==> src/rtl/bpo_pkg.sv <==
// ---------------------------------------------------------------------------
// bpo_pkg
// shared types, codes and constants of the band-limited pulse oscillator
// ---------------------------------------------------------------------------
`timescale 1ns / 1ps
`default_nettype none
package bpo_pkg;

	// input beat kinds
	localparam logic OP_WRITE = 1'b0;
	localparam logic OP_TICK  = 1'b1;

	// register addresses
	localparam logic [15:0] ADDR_DUTY     = 16'h4000;
	localparam logic [15:0] ADDR_TIMER_LO = 16'h4002;
	localparam logic [15:0] ADDR_TIMER_HI = 16'h4003;

	// default parameter values
	localparam int HARMONICS_DEF   = 19;
	localparam int TICK_DIVIDE_DEF = 6;

	// arithmetic constants
	localparam int CLOCK_RATIO = 48;
	localparam int CUBIC_GAIN  = 21284;   // 20.785 in q.10
	localparam int TWO_OVER_PI = 41722;   // 2/pi in q0.16

	localparam logic [32:0] PHASE_ONE = 33'h1_0000_0000;
	localparam logic [31:0] INC_RESET = 32'(PHASE_ONE / 33'(CLOCK_RATIO));

	// shared divider widths
	localparam int DIV_NUM_W = 33;
	localparam int DIV_DEN_W = 17;
	localparam int DIV_CNT_W = 6;

	// cubic result width, q.28 signed
	localparam int CUB_W = 32;

	typedef struct packed {
		logic                 start;
		logic [DIV_NUM_W-1:0] dividend;
		logic [DIV_DEN_W-1:0] divisor;
	} div_req_t;

	typedef struct packed {
		logic                 done;
		logic [DIV_NUM_W-1:0] quotient;
	} div_rsp_t;

	// duty as a q0.32 phase offset
	function automatic logic [31:0] duty_phase(input logic [1:0] code);
		logic [31:0] d;
		d = {code, 30'b0};
		if (code == 2'd0) begin
			d = 32'h2000_0000;
		end
		return d;
	endfunction

endpackage
`default_nettype wire

==> src/rtl/bpo_divider.sv <==
// ---------------------------------------------------------------------------
// bpo_divider
// restoring unsigned divider, one quotient bit per cycle
// ---------------------------------------------------------------------------
`timescale 1ns / 1ps
`default_nettype none
module bpo_divider
	import bpo_pkg::*;
(
	input  wire logic     clk,
	input  wire logic     arst_n,
	input  wire div_req_t req,
	output div_rsp_t      rsp
);

	logic [DIV_NUM_W-1:0] num_q;
	logic [DIV_DEN_W-1:0] rem_q;
	logic [DIV_DEN_W-1:0] den_q;
	logic [DIV_CNT_W-1:0] cnt_q;
	logic                 busy_q;
	logic                 done_q;
	logic [DIV_DEN_W:0]   trial;
	logic [DIV_DEN_W:0]   diff;
	logic                 fits;

	assign trial = {rem_q, num_q[DIV_NUM_W-1]};
	assign fits  = trial >= {1'b0, den_q};
	assign diff  = trial - {1'b0, den_q};

	always_ff @(posedge clk or negedge arst_n) begin
		if (!arst_n) begin
			busy_q <= 1'b0;
			done_q <= 1'b0;
			cnt_q  <= '0;
		end else begin
			done_q <= 1'b0;
			if (req.start) begin
				busy_q <= 1'b1;
				cnt_q  <= '0;
			end else if (busy_q) begin
				cnt_q <= cnt_q + 1'b1;
				if (cnt_q == DIV_CNT_W'(DIV_NUM_W - 1)) begin
					busy_q <= 1'b0;
					done_q <= 1'b1;
				end
			end
		end
	end

	always_ff @(posedge clk) begin
		if (req.start) begin
			num_q <= req.dividend;
			den_q <= req.divisor;
			rem_q <= '0;
		end else if (busy_q) begin
			num_q <= {num_q[DIV_NUM_W-2:0], fits};
			rem_q <= fits ? diff[DIV_DEN_W-1:0] : trial[DIV_DEN_W-1:0];
		end
	end

	assign rsp.done     = done_q;
	assign rsp.quotient = num_q;

endmodule
`default_nettype wire

==> src/rtl/bpo_cubic.sv <==
// ---------------------------------------------------------------------------
// bpo_cubic
// four-stage pipeline for 20.785 * f * (f - 1/2) * (f - 1), q.28 result
// ---------------------------------------------------------------------------
`timescale 1ns / 1ps
`default_nettype none
module bpo_cubic
	import bpo_pkg::*;
(
	input  wire logic               clk,
	input  wire logic               arst_n,
	input  wire logic               in_valid,
	input  wire logic [15:0]        frac,
	output logic                    out_valid,
	output logic signed [CUB_W-1:0] cubic
);

	logic signed [17:0] fa;
	logic signed [17:0] fb;
	logic signed [17:0] fc;
	logic signed [35:0] prod1;
	logic signed [53:0] prod2;
	logic signed [64:0] prod3;
	logic signed [63:0] rnd;
	logic signed [63:0] shifted;

	logic signed [35:0] p1_s1;
	logic signed [17:0] c_s1;
	logic signed [48:0] p2_s2;
	logic signed [63:0] p3_s3;
	logic [3:0]         vld_q;

	assign fa      = $signed({2'b00, frac});
	assign fb      = fa - 18'sd32768;
	assign fc      = fa - 18'sd65536;
	assign prod1   = fa * fb;
	assign prod2   = p1_s1 * c_s1;
	assign prod3   = p2_s2 * $signed(16'(CUBIC_GAIN));
	assign rnd     = p3_s3 + 64'sh2000_0000;
	assign shifted = rnd >>> 30;

	always_ff @(posedge clk or negedge arst_n) begin
		if (!arst_n) begin
			vld_q <= '0;
		end else begin
			vld_q <= {vld_q[2:0], in_valid};
		end
	end

	always_ff @(posedge clk) begin
		p1_s1 <= prod1;
		c_s1  <= fc;
		p2_s2 <= prod2[48:0];
		p3_s3 <= prod3[63:0];
		cubic <= shifted[CUB_W-1:0];
	end

	assign out_valid = vld_q[3];

endmodule
`default_nettype wire

==> src/rtl/bandlimited_pulse_oscillator.sv <==
// ---------------------------------------------------------------------------
// bandlimited_pulse_oscillator
// one band-limited pulse channel: register writes and clock ticks in,
// held q4.12 sample out once per tick
// ---------------------------------------------------------------------------
// A write beat (op 0) updates the duty code or the 11-bit timer and then
// recomputes the phase increment 2^32 / (48 * (timer + 1)) on the shared
// divider, with no result beat. A tick beat (op 1) advances the
// q0.32 phase. On the first tick after reset and every TICK_DIVIDE-th tick
// after it, the sample is rebuilt as 2/pi times the sum over HARMONICS
// harmonics of the difference of two cubic saws divided by the harmonic
// number. Each harmonic runs both cubics through one shared four-stage
// multiplier pipeline and then the shared 33-step divider. The block
// holds in_stall high while it works; a finished sample waits in the
// output register, and writes are still taken while it waits.
// ---------------------------------------------------------------------------
`timescale 1ns / 1ps
`default_nettype none
module bandlimited_pulse_oscillator
	import bpo_pkg::*;
#(
	parameter int HARMONICS   = HARMONICS_DEF,
	parameter int TICK_DIVIDE = TICK_DIVIDE_DEF
) (
	input  wire logic        clk,
	input  wire logic        arst_n,
	input  wire logic        in_valid,
	output logic             in_stall,
	input  wire logic        op,
	input  wire logic [15:0] address,
	input  wire logic [7:0]  data,
	output logic             out_valid,
	input  wire logic        out_stall,
	output logic signed [15:0] sample
);

	localparam int N_W    = $clog2(HARMONICS + 1);
	localparam int SUM_W  = 31 + N_W;
	localparam int PROD_W = SUM_W + 18;

	localparam logic signed [PROD_W-1:0] HALF_LSB = PROD_W'(64'h8000_0000);
	localparam logic signed [PROD_W-1:0] SAT_HI   = PROD_W'(32767);
	localparam logic signed [PROD_W-1:0] SAT_LO   = -SAT_HI - 1;

	// sequencer states
	localparam logic [3:0] ST_IDLE      = 4'd0;
	localparam logic [3:0] ST_INC_START = 4'd1;
	localparam logic [3:0] ST_INC_WAIT  = 4'd2;
	localparam logic [3:0] ST_CA        = 4'd3;
	localparam logic [3:0] ST_CA_WAIT   = 4'd4;
	localparam logic [3:0] ST_CB        = 4'd5;
	localparam logic [3:0] ST_CB_WAIT   = 4'd6;
	localparam logic [3:0] ST_DIV_WAIT  = 4'd7;
	localparam logic [3:0] ST_SCALE1    = 4'd8;
	localparam logic [3:0] ST_SCALE2    = 4'd9;
	localparam logic [3:0] ST_EMIT      = 4'd10;

	logic [3:0]  state_q;

	// channel registers
	logic [10:0] timer_q;
	logic [1:0]  duty_q;
	logic [31:0] inc_q;
	logic [31:0] phase_q;
	logic [2:0]  pre_q;
	logic signed [15:0] held_q;

	// per-sample working registers
	logic [31:0]             shift_q;   // phase minus duty
	logic [31:0]             xa_q;      // n * phase, wrapped
	logic [31:0]             xb_q;      // n * shifted, wrapped
	logic [N_W-1:0]          n_q;
	logic signed [SUM_W-1:0] sum_q;
	logic signed [CUB_W-1:0] ca_q;
	logic                    neg_q;
	logic signed [PROD_W-1:0] prod_s1;

	logic        in_acc;
	logic        emit_go;
	logic [31:0] phase_next;
	logic [3:0]  pre_inc;
	logic [11:0] timer_p1;
	logic [16:0] den;

	div_req_t div_req;
	div_rsp_t div_rsp;

	logic                    cub_in_valid;
	logic [15:0]             cub_frac;
	logic                    cub_valid;
	logic signed [CUB_W-1:0] cub_out;

	logic signed [CUB_W:0]    diff;
	logic [CUB_W:0]           diff_mag;
	logic signed [SUM_W-1:0]  quot_s;
	logic signed [PROD_W-1:0] prod;
	logic signed [PROD_W-1:0] rnd;
	logic signed [PROD_W-1:0] scaled;
	logic signed [15:0]       sat;

	assign in_stall   = state_q != ST_IDLE;
	assign in_acc     = in_valid && !in_stall;
	assign phase_next = phase_q + inc_q;
	assign pre_inc    = {1'b0, pre_q} + 4'd1;

	// output register free or being drained this cycle
	assign emit_go = (state_q == ST_EMIT) && (!out_valid || !out_stall);

	// divider operands: increment update or one harmonic term
	assign timer_p1 = {1'b0, timer_q} + 12'd1;
	assign den      = 17'(CLOCK_RATIO) * {5'b0, timer_p1};

	assign diff     = {ca_q[CUB_W-1], ca_q} - {cub_out[CUB_W-1], cub_out};
	assign diff_mag = diff[CUB_W] ? (~diff + 1'b1) : diff;

	always_comb begin
		div_req.start    = 1'b0;
		div_req.dividend = PHASE_ONE;
		div_req.divisor  = den;
		if (state_q == ST_INC_START) begin
			div_req.start = 1'b1;
		end else if (state_q == ST_CB_WAIT) begin
			div_req.start    = cub_valid;
			div_req.dividend = diff_mag[DIV_NUM_W-1:0];
			div_req.divisor  = DIV_DEN_W'(n_q);
		end
	end

	// cubic feed, top 16 bits of the wrapped phase
	assign cub_in_valid = (state_q == ST_CA) || (state_q == ST_CB);
	assign cub_frac     = (state_q == ST_CB) ? xb_q[31:16] : xa_q[31:16];

	// term truncated toward zero, sign restored
	assign quot_s = neg_q ? -$signed(SUM_W'(div_rsp.quotient))
	                      : $signed(SUM_W'(div_rsp.quotient));

	// final scale by 2/pi, round half up, saturate
	assign prod   = sum_q * $signed({2'b00, 16'(TWO_OVER_PI)});
	assign rnd    = prod_s1 + HALF_LSB;
	assign scaled = rnd >>> 32;

	always_comb begin
		sat = scaled[15:0];
		if (scaled > SAT_HI) begin
			sat = 16'sh7fff;
		end else if (scaled < SAT_LO) begin
			sat = -16'sh8000;
		end
	end

	bpo_divider u_div (
		.clk    (clk),
		.arst_n (arst_n),
		.req    (div_req),
		.rsp    (div_rsp)
	);

	bpo_cubic u_cubic (
		.clk       (clk),
		.arst_n    (arst_n),
		.in_valid  (cub_in_valid),
		.frac      (cub_frac),
		.out_valid (cub_valid),
		.cubic     (cub_out)
	);

	// sequencer and channel state
	always_ff @(posedge clk or negedge arst_n) begin
		if (!arst_n) begin
			state_q   <= ST_IDLE;
			timer_q   <= '0;
			duty_q    <= '0;
			inc_q     <= INC_RESET;
			phase_q   <= '0;
			pre_q     <= '0;
			held_q    <= '0;
			out_valid <= 1'b0;
		end else begin
			if (emit_go) begin
				out_valid <= 1'b1;
			end else if (out_valid && !out_stall) begin
				out_valid <= 1'b0;
			end
			case (state_q)
				ST_IDLE: begin
					if (in_acc) begin
						if (op == OP_WRITE) begin
							if (address == ADDR_DUTY) begin
								duty_q <= data[7:6];
							end else if (address == ADDR_TIMER_LO) begin
								timer_q[7:0] <= data;
							end else if (address == ADDR_TIMER_HI) begin
								timer_q[10:8] <= data[2:0];
							end
							state_q <= ST_INC_START;
						end else begin
							phase_q <= phase_next;
							pre_q   <= (pre_inc >= 4'(TICK_DIVIDE)) ? 3'd0 : pre_inc[2:0];
							state_q <= (pre_q == 3'd0) ? ST_CA : ST_EMIT;
						end
					end
				end
				ST_INC_START: begin
					state_q <= ST_INC_WAIT;
				end
				ST_INC_WAIT: begin
					if (div_rsp.done) begin
						inc_q   <= div_rsp.quotient[31:0];
						state_q <= ST_IDLE;
					end
				end
				ST_CA: begin
					state_q <= ST_CA_WAIT;
				end
				ST_CA_WAIT: begin
					if (cub_valid) begin
						state_q <= ST_CB;
					end
				end
				ST_CB: begin
					state_q <= ST_CB_WAIT;
				end
				ST_CB_WAIT: begin
					if (cub_valid) begin
						state_q <= ST_DIV_WAIT;
					end
				end
				ST_DIV_WAIT: begin
					if (div_rsp.done) begin
						state_q <= (n_q == N_W'(HARMONICS)) ? ST_SCALE1 : ST_CA;
					end
				end
				ST_SCALE1: begin
					state_q <= ST_SCALE2;
				end
				ST_SCALE2: begin
					held_q  <= sat;
					state_q <= ST_EMIT;
				end
				ST_EMIT: begin
					if (emit_go) begin
						state_q <= ST_IDLE;
					end
				end
				default: begin
					state_q <= ST_IDLE;
				end
			endcase
		end
	end

	// datapath registers of the harmonic loop
	always_ff @(posedge clk) begin
		if (state_q == ST_IDLE && in_acc && op == OP_TICK) begin
			shift_q <= phase_next - duty_phase(duty_q);
			xa_q    <= phase_next;
			xb_q    <= phase_next - duty_phase(duty_q);
			n_q     <= N_W'(1);
			sum_q   <= '0;
		end
		if (state_q == ST_CA_WAIT && cub_valid) begin
			ca_q <= cub_out;
		end
		if (state_q == ST_CB_WAIT && cub_valid) begin
			neg_q <= diff[CUB_W];
		end
		if (state_q == ST_DIV_WAIT && div_rsp.done) begin
			sum_q <= sum_q + quot_s;
			n_q   <= n_q + 1'b1;
			xa_q  <= xa_q + phase_q;
			xb_q  <= xb_q + shift_q;
		end
		if (state_q == ST_SCALE1) begin
			prod_s1 <= prod;
		end
		if (emit_go) begin
			sample <= held_q;
		end
	end

endmodule
`default_nettype wire

==> config.mk <==
export PLATFORM = sky130hd
export DESIGN_NAME = bandlimited_pulse_oscillator
export DESIGN_NICKNAME = d
export VERILOG_FILES = /design/src/rtl/bpo_pkg.sv /design/src/rtl/bpo_divider.sv /design/src/rtl/bpo_cubic.sv /design/src/rtl/bandlimited_pulse_oscillator.sv
export SDC_FILE = /design/constraint.sdc
export NUM_CORES = 2
export LEC_CHECK = 0
export ABC_CLOCK_PERIOD_IN_PS = 23400
export BUFFER_PORTS_ARGS = -buffer_cell sky130_fd_sc_hd__buf_2
export CAP_MARGIN = 30
export CORE_MARGIN = 5
export CORE_UTILIZATION = 55
export CTS_CLUSTER_SIZE = 16
export DETAILED_ROUTE_END_ITERATION = 7
export GPL_TIMING_DRIVEN = 0
export PLACE_DENSITY = 0.71
export RECOVER_POWER = 50
export SYNTH_ARGS = -nofsm -noshare
export SYNTH_HDL_FRONTEND = slang
export SYNTH_SLANG_ARGS = --single-unit
==> constraint.sdc <==
create_clock -name clk -period 23.4 [get_ports clk]
set_input_delay 2.34 -clock clk [delete_from_list [all_inputs] [get_ports clk]]
set_output_delay 2.34 -clock clk [all_outputs]
set_load 0.01 [all_outputs]
==> run_results.csv <==
group,metric,value,unit
status,status,"finished with violations",
status,failed_checks,"max-capacitance violations, max-slew violations",
final_layout,nets,10198,
synthesis,synth_top_area_cell,"fa_1",
synthesis,async_reset_ff_frac,0.205,
setup_path,arrival,10480,ps
global_route,grt_pass1_vias,57195,
floorplan,fp.dieH,382,µm
global_route,grt_pass1_wl,295000,µm
final_layout,multi_input_area,0.0546,mm²
clock_network,cts_tree,"done",
floorplan,initial_core_util,0.554,
synthesis,syn_inst,7969,
detailed_routing,via_count,55025,
synthesis,synth-warning-count,0,
clock_network,ctsHoldBuffers,0,
clock_network,cts_inserted_buffers,66,
place,placed_area,0.0790,mm²
floorplan,rows,136,
detailed_routing,wl_met1,74200,µm
clock_network,cts-root-buf,"clkbuf_16",
timing,worst_pin_slew,5860,ps
timing,finalSetupViolCount,0,
setup_path,crit_path_start_kind,"flip-flop",
place,gp_congestion,0.949,
clock_network,post_cts_resized,0,
clock_network,htreeDepth,3,
detailed_routing,finalWirelength,180000,µm
timing,hold_violations,0,
timing,slew_violations,131,
timing,tns,0,ps
floorplan,fp.dieArea,0.146,mm²
synthesis,synth_ff_type,"edfxtp_1",
final_layout,seq_area,0.0142,mm²
place,dp.cells,9833,
timing,min_period_over_period,0.423,
global_route,grtUsageTotal,0.250,
floorplan,die_x,382,µm
detailed_routing,firstDrtPassIters,5,
final_layout,final_cells,9958,
setup_path,endpoint_kind,"flip-flop",
timing,timing.hold.ws,356,ps
run,drv_cap,2,
place,dpl.hpwl,151000,µm
synthesis,synth_edf_count,258,
setup_path,worstPathMaxFanout,11,
timing,relSlewSlack,-2.91,
setup_path,r2r_slack,13500,ps
synthesis,synth-seq-area-share,0.186,
final_layout,fillCellCount,11814,
synthesis,synth_area_leaders,"fa_1 31%, ha_1 15%, edfxtp_1 10%, inv_1 8.6%, dfxtp_1 4.7%",
final_layout,drive_gt1_frac,0.0339,
place,port_buffers,46,
final_layout,area_growth_syn_to_layout,6.56,%
timing,clock.fmax,101,MHz
timing,fin_skew,52.5,ps
setup_path,cp_slowest_stage_delay,680,ps
detailed_routing,wl_met2,87500,µm
synthesis,synth_top_area_share,0.306,
detailed_routing,viasPerCell,5.53,
detailed_routing,drt_iter0_drc,3344,
detailed_routing,dr_wl_met3,9290,µm
detailed_routing,drt.antenna.violating_nets,0,
synthesis,synth_area_per_cell,9.55,µm²
setup_path,path_class,"reg2reg",
synthesis,yosys_register_bits,550,
worst_hold_path,min_path_type,"reg2reg",
synthesis,syn-cell-area,0.0761,mm²
clock_network,clock-sinks,550,
detailed_routing,wire_per_inst,18.1,µm
detailed_routing,drc,0,
global_route,antenna_found_initial,4,
clock_network,clockBufferDepth,3,
clock_network,postCtsSetupRepairBufs,0,
global_route,grt_max_degree,98,
global_route,grt_overflow,0,
setup_path,cpMaxStageDelayCell,"or4b_2",
floorplan,core,0.137,mm²
detailed_routing,topRoutingLayerUsed,"met5",
setup_path,cp_common_cell,"fa_1",
timing,fin_crit,9900,ps
floorplan,ios,47,
setup_path,worstPathRequired,23980,ps
clock_network,path_clk_slew,60,ps
final_layout,design_area,0.0811,mm²
synthesis,synth_fp_nets,10060,
clock_network,clk_latency,690,ps
synthesis,ys_types,89,
timing,rsz0062_at_grt,"false",
## metrics by stage
step	setup WS, ps	util
after floorplan	15470	-
after global placement	12710	0.572
after detailed placement	13640	0.575
after CTS	13560	0.591
after global routing	13080	0.590
final	13500	0.590
## logic make-up (layout without fill, tap and decap cells)
logic type / count (synthesis) / after routing / synth area share
other cells: 1 / 4 / 0.0000493
flops: 550 / 550 / 0.186
fa+ha+maj: 2062 / 2062 / 0.454
compound gates: 1087 / 1087 / 0.0914
buf+inv: 1945 / 2137 / 0.0959
xor+xnor: 441 / 441 / 0.0507
simple gates: 1798 / 1798 / 0.110
mux: 85 / 85 / 0.0121
## flip-flops by register name, indices dropped and copies added (netlist names), 33 cells and up
name	cells
sum_q	36
u_div.num_q	33
u_cubic.p1_s1	33
u_cubic.p2_s2	49
u_cubic.p3_s3	33
## layout by cell type, fill, tap and decap left out, types with 46 or more instances in the layout
cell type,count
nand3_1,120
nor2_1,359
and2_1,210
dfrtp_1,99
xor2_1,147
a21oi_1,278
a21o_1,154
dfxtp_1,179
fa_1,1165
clkbuf_1,206
ha_1,897
mux2_2,55
nor3_1,64
buf_2,46
clkbuf_16,66
edfxtp_1,258
xnor2_1,294
o21a_1,68
inv_1,1748
o21ai_0,270
nand2_1,761
## worst paths after layout
| check | startpoint | endpoint | cells past startpoint |
|---|---|---|---|
| setup / recovery | state_q[0] | u_cubic.p1_s1[32] | 30 |
| hold / removal | u_cubic.vld_q[0] | u_cubic.vld_q[1] | 0 |
| setup reg to reg | state_q[0] | u_cubic.p1_s1[32] | 30 |
| hold reg to reg | u_cubic.vld_q[0] | u_cubic.vld_q[1] | 0 |
| max in group asynchronous | arst_n | phase_q[21] | 2 |
| min in group asynchronous | arst_n | held_q[14] | 1 |
## layout make-up
cell class | count | share of cell area
Timing Repair Buffer | 70 | 0.00595
Sequential cell | 550 | 0.175
Clock buffer | 83 | 0.0220
Buffer | 193 | 0.00898
Clock inverter | 39 | 0.00574
Multi-Input combinational cell | 5474 | 0.674
Tap cell | 1794 | 0.0277
Antenna cell | 3 | 0.0000926
Inverter | 1752 | 0.0811
## critical path: cells and delay by family, from the launching register on
family / cells / cell delay, ps
buffers and inverters: 9 / 2270
flip-flops: 1 / 320
adder cells (fa/ha/maj): 7 / 3410
AND/OR/NAND/NOR: 6 / 1830
AO/OA/AOI/OAI: 7 / 1560
multiplexers: 1 / 410
## routing by layer
| layer | vias up | track usage |
|---|---|---|
| met5 | - | 0 |
| met1 | 27470 | 0.325 |
| met3 | 414 | 0.0323 |
| met4 | 2 | 0.107 |
| li1 | 25632 | - |
| met2 | 1507 | 0.426 |
## Yosys cell counts, types with 10 or more instances
master and number:
nor4_1 17, o21a_1 68, and2_1 219, dfrtp_1 99, dfstp_2 14, buf_1 11, a41oi_1 11, xor2_1 147
or3_1 33, a31oi_1 35, nor3_1 64, clkbuf_1 180, inv_1 1748, a211oi_1 41, mux2i_1 28, nor2b_1 41
edfxtp_1 258, nand3_1 120, a21o_1 154, nand2_1 762, dfxtp_1 179, nor2_1 359, nand4_1 35, a21oi_1 278
and3_1 31, xnor2_1 294, nand2b_1 41, or2_2 18, nor3b_1 10, o21ai_0 270, ha_1 897, and4_1 11
o211ai_1 31, fa_1 1165, o31ai_1 30, mux2_2 57, o21bai_1 38
Power is not shown: default switching activity piles up to over one toggle a cycle in this logic, so the estimate is an artifact.
